**src/rtl/hcb_div.sv**
```systemverilog
module hcb_div #(
    parameter int NW = 16,
    parameter int DW = 16,
    parameter int QW = 9
) (
    input  logic          clk,
    input  logic          en,
    input  logic [NW-1:0] num,
    input  logic [DW-1:0] den,
    output logic [QW-1:0] quo
);

    localparam int CW = (NW > DW + QW) ? NW : DW + QW;

    logic [NW-1:0] rem_reg [QW-1];
    logic [DW-1:0] den_reg [QW-1];
    logic [QW-1:0] quo_reg [QW];

    genvar i;
    generate
        for (i = 0; i < QW; i++)
        begin : g_stage
            localparam int SH = QW - 1 - i;
            logic [NW-1:0] rem_in;
            logic [DW-1:0] den_in;
            logic [QW-1:0] quo_in;
            logic [CW-1:0] trial;
            logic          fits;
            logic [QW-1:0] quo_next;

            if (i == 0)
            begin : g_first
                assign rem_in = num;
                assign den_in = den;
                assign quo_in = '0;
            end
            else
            begin : g_rest
                assign rem_in = rem_reg[i-1];
                assign den_in = den_reg[i-1];
                assign quo_in = quo_reg[i-1];
            end

            assign trial    = CW'(den_in) << SH;
            assign fits     = CW'(rem_in) >= trial;
            assign quo_next = quo_in | (QW'(fits) << SH);

            always_ff @(posedge clk)
            begin
                if (en)
                begin
                    quo_reg[i] <= quo_next;
                end
            end

            if (i < QW - 1)
            begin : g_keep
                logic [NW-1:0] rem_next;
                assign rem_next = fits ? rem_in - trial[NW-1:0] : rem_in;
                always_ff @(posedge clk)
                begin
                    if (en)
                    begin
                        rem_reg[i] <= rem_next;
                        den_reg[i] <= den_in;
                    end
                end
            end
        end
    endgenerate

    assign quo = quo_reg[QW-1];

endmodule

```
**config.mk**
```make
export PLATFORM = sky130hd
export DESIGN_NAME = hcb_div
export DESIGN_NICKNAME = d
export VERILOG_FILES = /design/src/rtl/hcb_div.sv
export SDC_FILE = /design/constraint.sdc
export NUM_CORES = 1
export LEC_CHECK = 0
export BUFFER_PORTS_ARGS = -buffer_cell sky130_fd_sc_hd__buf_4
export CORE_UTILIZATION = 65
export CTS_CLUSTER_SIZE = 28
export DETAILED_ROUTE_END_ITERATION = 10
export PLACE_DENSITY = 0.82
export SYNTH_ARGS = -nofsm -noshare
export SYNTH_HDL_FRONTEND = slang
export SYNTH_SLANG_ARGS = --single-unit
export TNS_END_PERCENT = 10
```
**constraint.sdc**
```tcl
create_clock -name clk -period 9.3 [get_ports clk]
set_input_delay 0.465 -clock clk [delete_from_list [all_inputs] [get_ports clk]]
set_output_delay 0.465 -clock clk [all_outputs]
set_load 0.02 [all_outputs]
```
==> results.sh <==
export IMPL_hold_slack_ns=0.0977
export IMPL_synth_nets=1309
export IMPL_htree_levels=1
export IMPL_fin_tns_setup_ns=0
export IMPL_period_share_pct=38.7
export IMPL_yosysTopAreaCellShare_pct=58.8
export IMPL_synthArstFlopShare_pct=0
export IMPL_drt_pass1_iterations=5
export IMPL_syn_avg_cell_area_um2=13.3
export IMPL_ctsHoldBuffers=0
export IMPL_regToRegSetupSlack_ns=5.70
export IMPL_ys_seq_area_share_pct=58.8
export IMPL_synthFlopType="edfxtp_1"
export IMPL_cts_resized=0
export IMPL_final_net_count=1375
export IMPL_peakVddDrop_mv=0.141
export IMPL_clock_sinks=301
export IMPL_ant_nets=0
export IMPL_rsz0062_at_grt="false"
export IMPL_worstSkewPairLatency_ns=0.55
export IMPL_n_antenna_cell=0
export IMPL_cts_root_buf="clkbuf_16"
export IMPL_cp_required_ns=9.59
export IMPL_core_area_um2=22900
export IMPL_gr_total_overflow=0
export IMPL_crit_end="rem_reg[1][21]"
export IMPL_p_total_uw=3360
export IMPL_rows=55
export IMPL_reg2reg_to="rem_reg[1][21]"
export IMPL_areaGrowthSynthToFinish_pct=10.8
export IMPL_clock_fmax_ghz=0.278
export IMPL_clkSlewWorstSetupHoldPaths_ns=0.06
export IMPL_yosysWarningCount=0
export IMPL_hold_start="den[11]"
export IMPL_setup_viol=0
export IMPL_syn_cell_area_um2=15400
export IMPL_synth_most_common_cell="edfxtp_1"
export IMPL_dieArea_um2=24300
export IMPL_power_leakage_uw=0.00673
export IMPL_post_route_min_period_ns=3.60
export IMPL_synth_common_cells="301 x edfxtp_1, 137 x inv_1, 108 x ha_1"
export IMPL_hold_path_class="input pin to flip-flop"
export IMPL_stdcell_area_um2=17000
export IMPL_syn_inst=1159
export IMPL_cts_setup_buffers=0
export IMPL_crit_fanout=13
export IMPL_placed_cell_area_um2=16000
export IMPL_first_global_vias=9261
export IMPL_die_h_um=156
export IMPL_die_x_um=156
export IMPL_track_usage_pct=22.0
export IMPL_crit_path_end_kind="flip-flop"
export IMPL_cts_buffers=31
export IMPL_synth_area_leaders="edfxtp_1 59%, ha_1 8.8%, mux2_2 4.8%, inv_1 3.3%, xnor2_1 2.2%"
export IMPL_crit_arrival_ns=3.89
export IMPL_p_per_area_nw_per_um2=197
export IMPL_routedWlPerCell_um=16.5
export IMPL_final_hold_violation_count=0
export IMPL_place_congestion=0.935
export IMPL_initial_utilization_pct=67.1
export IMPL_synth_seq_cells=301
export IMPL_dp_hpwl_um=18300
export IMPL_nFillCells=1455
export IMPL_path_class="flip-flop to flip-flop"
export IMPL_via_per_inst=5.80
export IMPL_final_max_slew_viol_count=0
export IMPL_yosysUniqueCellTypes=69
export IMPL_worstMarginPinSlew_ns=1.17
export IMPL_vias=9057
export IMPL_cts_tree="done"
export IMPL_port_buffers=42
export IMPL_reg2reg_from="rem_reg[1][3]"
export IMPL_ff2ff_path_depth=10
export IMPL_fin_util_pct=74.3
export IMPL_synth_edf_count=301
export IMPL_cp_startpoint="rem_reg[1][3]"
export IMPL_yosysTopAreaCell="edfxtp_1"
export IMPL_drive_gt1_share_pct=13.8
export IMPL_clk_path_buf_depth=3
export IMPL_cap_violations=0
export IMPL_status="finished clean"
export IMPL_fin_skew_ns=0.0144
export IMPL_initialDrtViolationCount=388
export IMPL_drcViolationCount=0
export IMPL_slew_headroom_pct=21.6
export IMPL_routed_wl_um=25900
export IMPL_antenna_found_initial=0
export IMPL_grt_max_degree=154
export IMPL_cp_start_kind="flip-flop"
export IMPL_io_pins=43
export IMPL_grt_pass1_wl_um=42500
[how the worst min path moves through the flow]
stage	endpoint	slack (ns)	depth (start not counted)
after detailed placement	quo_reg[2][8]	0.40	0
after global routing	den_reg[0][11]	0.07	1
final	den_reg[0][11]	0.1	1
after global placement	quo_reg[3][8]	0.40	0
after floorplan	quo_reg[1][8]	0.40	0
after CTS	den_reg[0][7]	0.07	1
[logic make-up after synthesis]
kind of cell	count (synthesis)	synth area share, %
and+or+nand+nor	221	7.75
AOI/OAI and AO/OA	219	9.46
DFF	301	58.8
buffers and inverters	148	3.83
adders and majority gates	116	9.84
muxes	96	7.00
xor gates and xnor gates	58	3.31
[where the power goes]
part	internal, µW	leakage, µW	total [µW]	switching [µW]
clock network	721	0.000485	1220	494
logic	220	0.00329	495	275
registers	1600	0.00295	1650	42.6
total	2550	0.00673	3360	811
[cell type report]
type	instances	area (µm²)	share of cell area, %
sequential	301	9040	53.1
multi-input combinational	710	5740	33.7
clock buffer	37	798	4.69
inverter	137	514	3.02
tap	313	392	2.30
timing repair buffer	44	338	1.98
clock inverter	20	206	1.21
[metrics by stage]
stage               setup slack (ns)  cells
floorplan                       6.36   1159
global placement                5.71   1505
detailed placement              5.66   1505
CTS                             5.64   1562
global route                    5.53   1562
finish                          5.70   1562
[layer usage]
layer | vias up | global-route usage (%) | routed length [µm]
met2 | 195 | 44.2 | 14400
met3 | 60 | 2.89 | 818
met1 | 4323 | 22.4 | 9690
li1 | 4479 | - | -
met5 | - | 0 | 0
met4 | 0 | 9.90 | 961
[worst max-delay path, cell delays in order, from the launching register on]
cell and delay (ns):
edfxtp_1 0.35, inv_1 0.08, ha_1 0.15, inv_1 0.05, fa_1 0.41, a211o_1 0.34, a21o_1 0.19, a21oi_2 0.21
o211ai_1 0.15, o31ai_2 0.98, mux2_2 0.42
[placed cells by master (no fill, tap or decap), types with 15 or more instances in the layout]
| cell | Yosys | layout |
|---|---|---|
| mux2i_1 | 19 | 19 |
| edfxtp_1 | 301 | 301 |
| nand2_1 | 27 | 27 |
| ha_1 | 108 | 108 |
| xnor2_1 | 39 | 39 |
| nand2b_1 | 15 | 15 |
| o21ai_0 | 39 | 39 |
| xor2_1 | 19 | 19 |
| o21a_1 | 15 | 15 |
| nor2b_1 | 16 | 16 |
| nor3_1 | 21 | 21 |
| inv_1 | 137 | 137 |
| a21oi_1 | 63 | 63 |
| mux2_2 | 65 | 65 |
| nor2_1 | 60 | 60 |
| nand3_1 | 19 | 19 |
| buf_4 | 2 | 43 |
| a21o_1 | 24 | 24 |
| clkbuf_16 | 0 | 31 |
| nor4_1 | 16 | 16 |
Power figures use the tool's default switching activity.
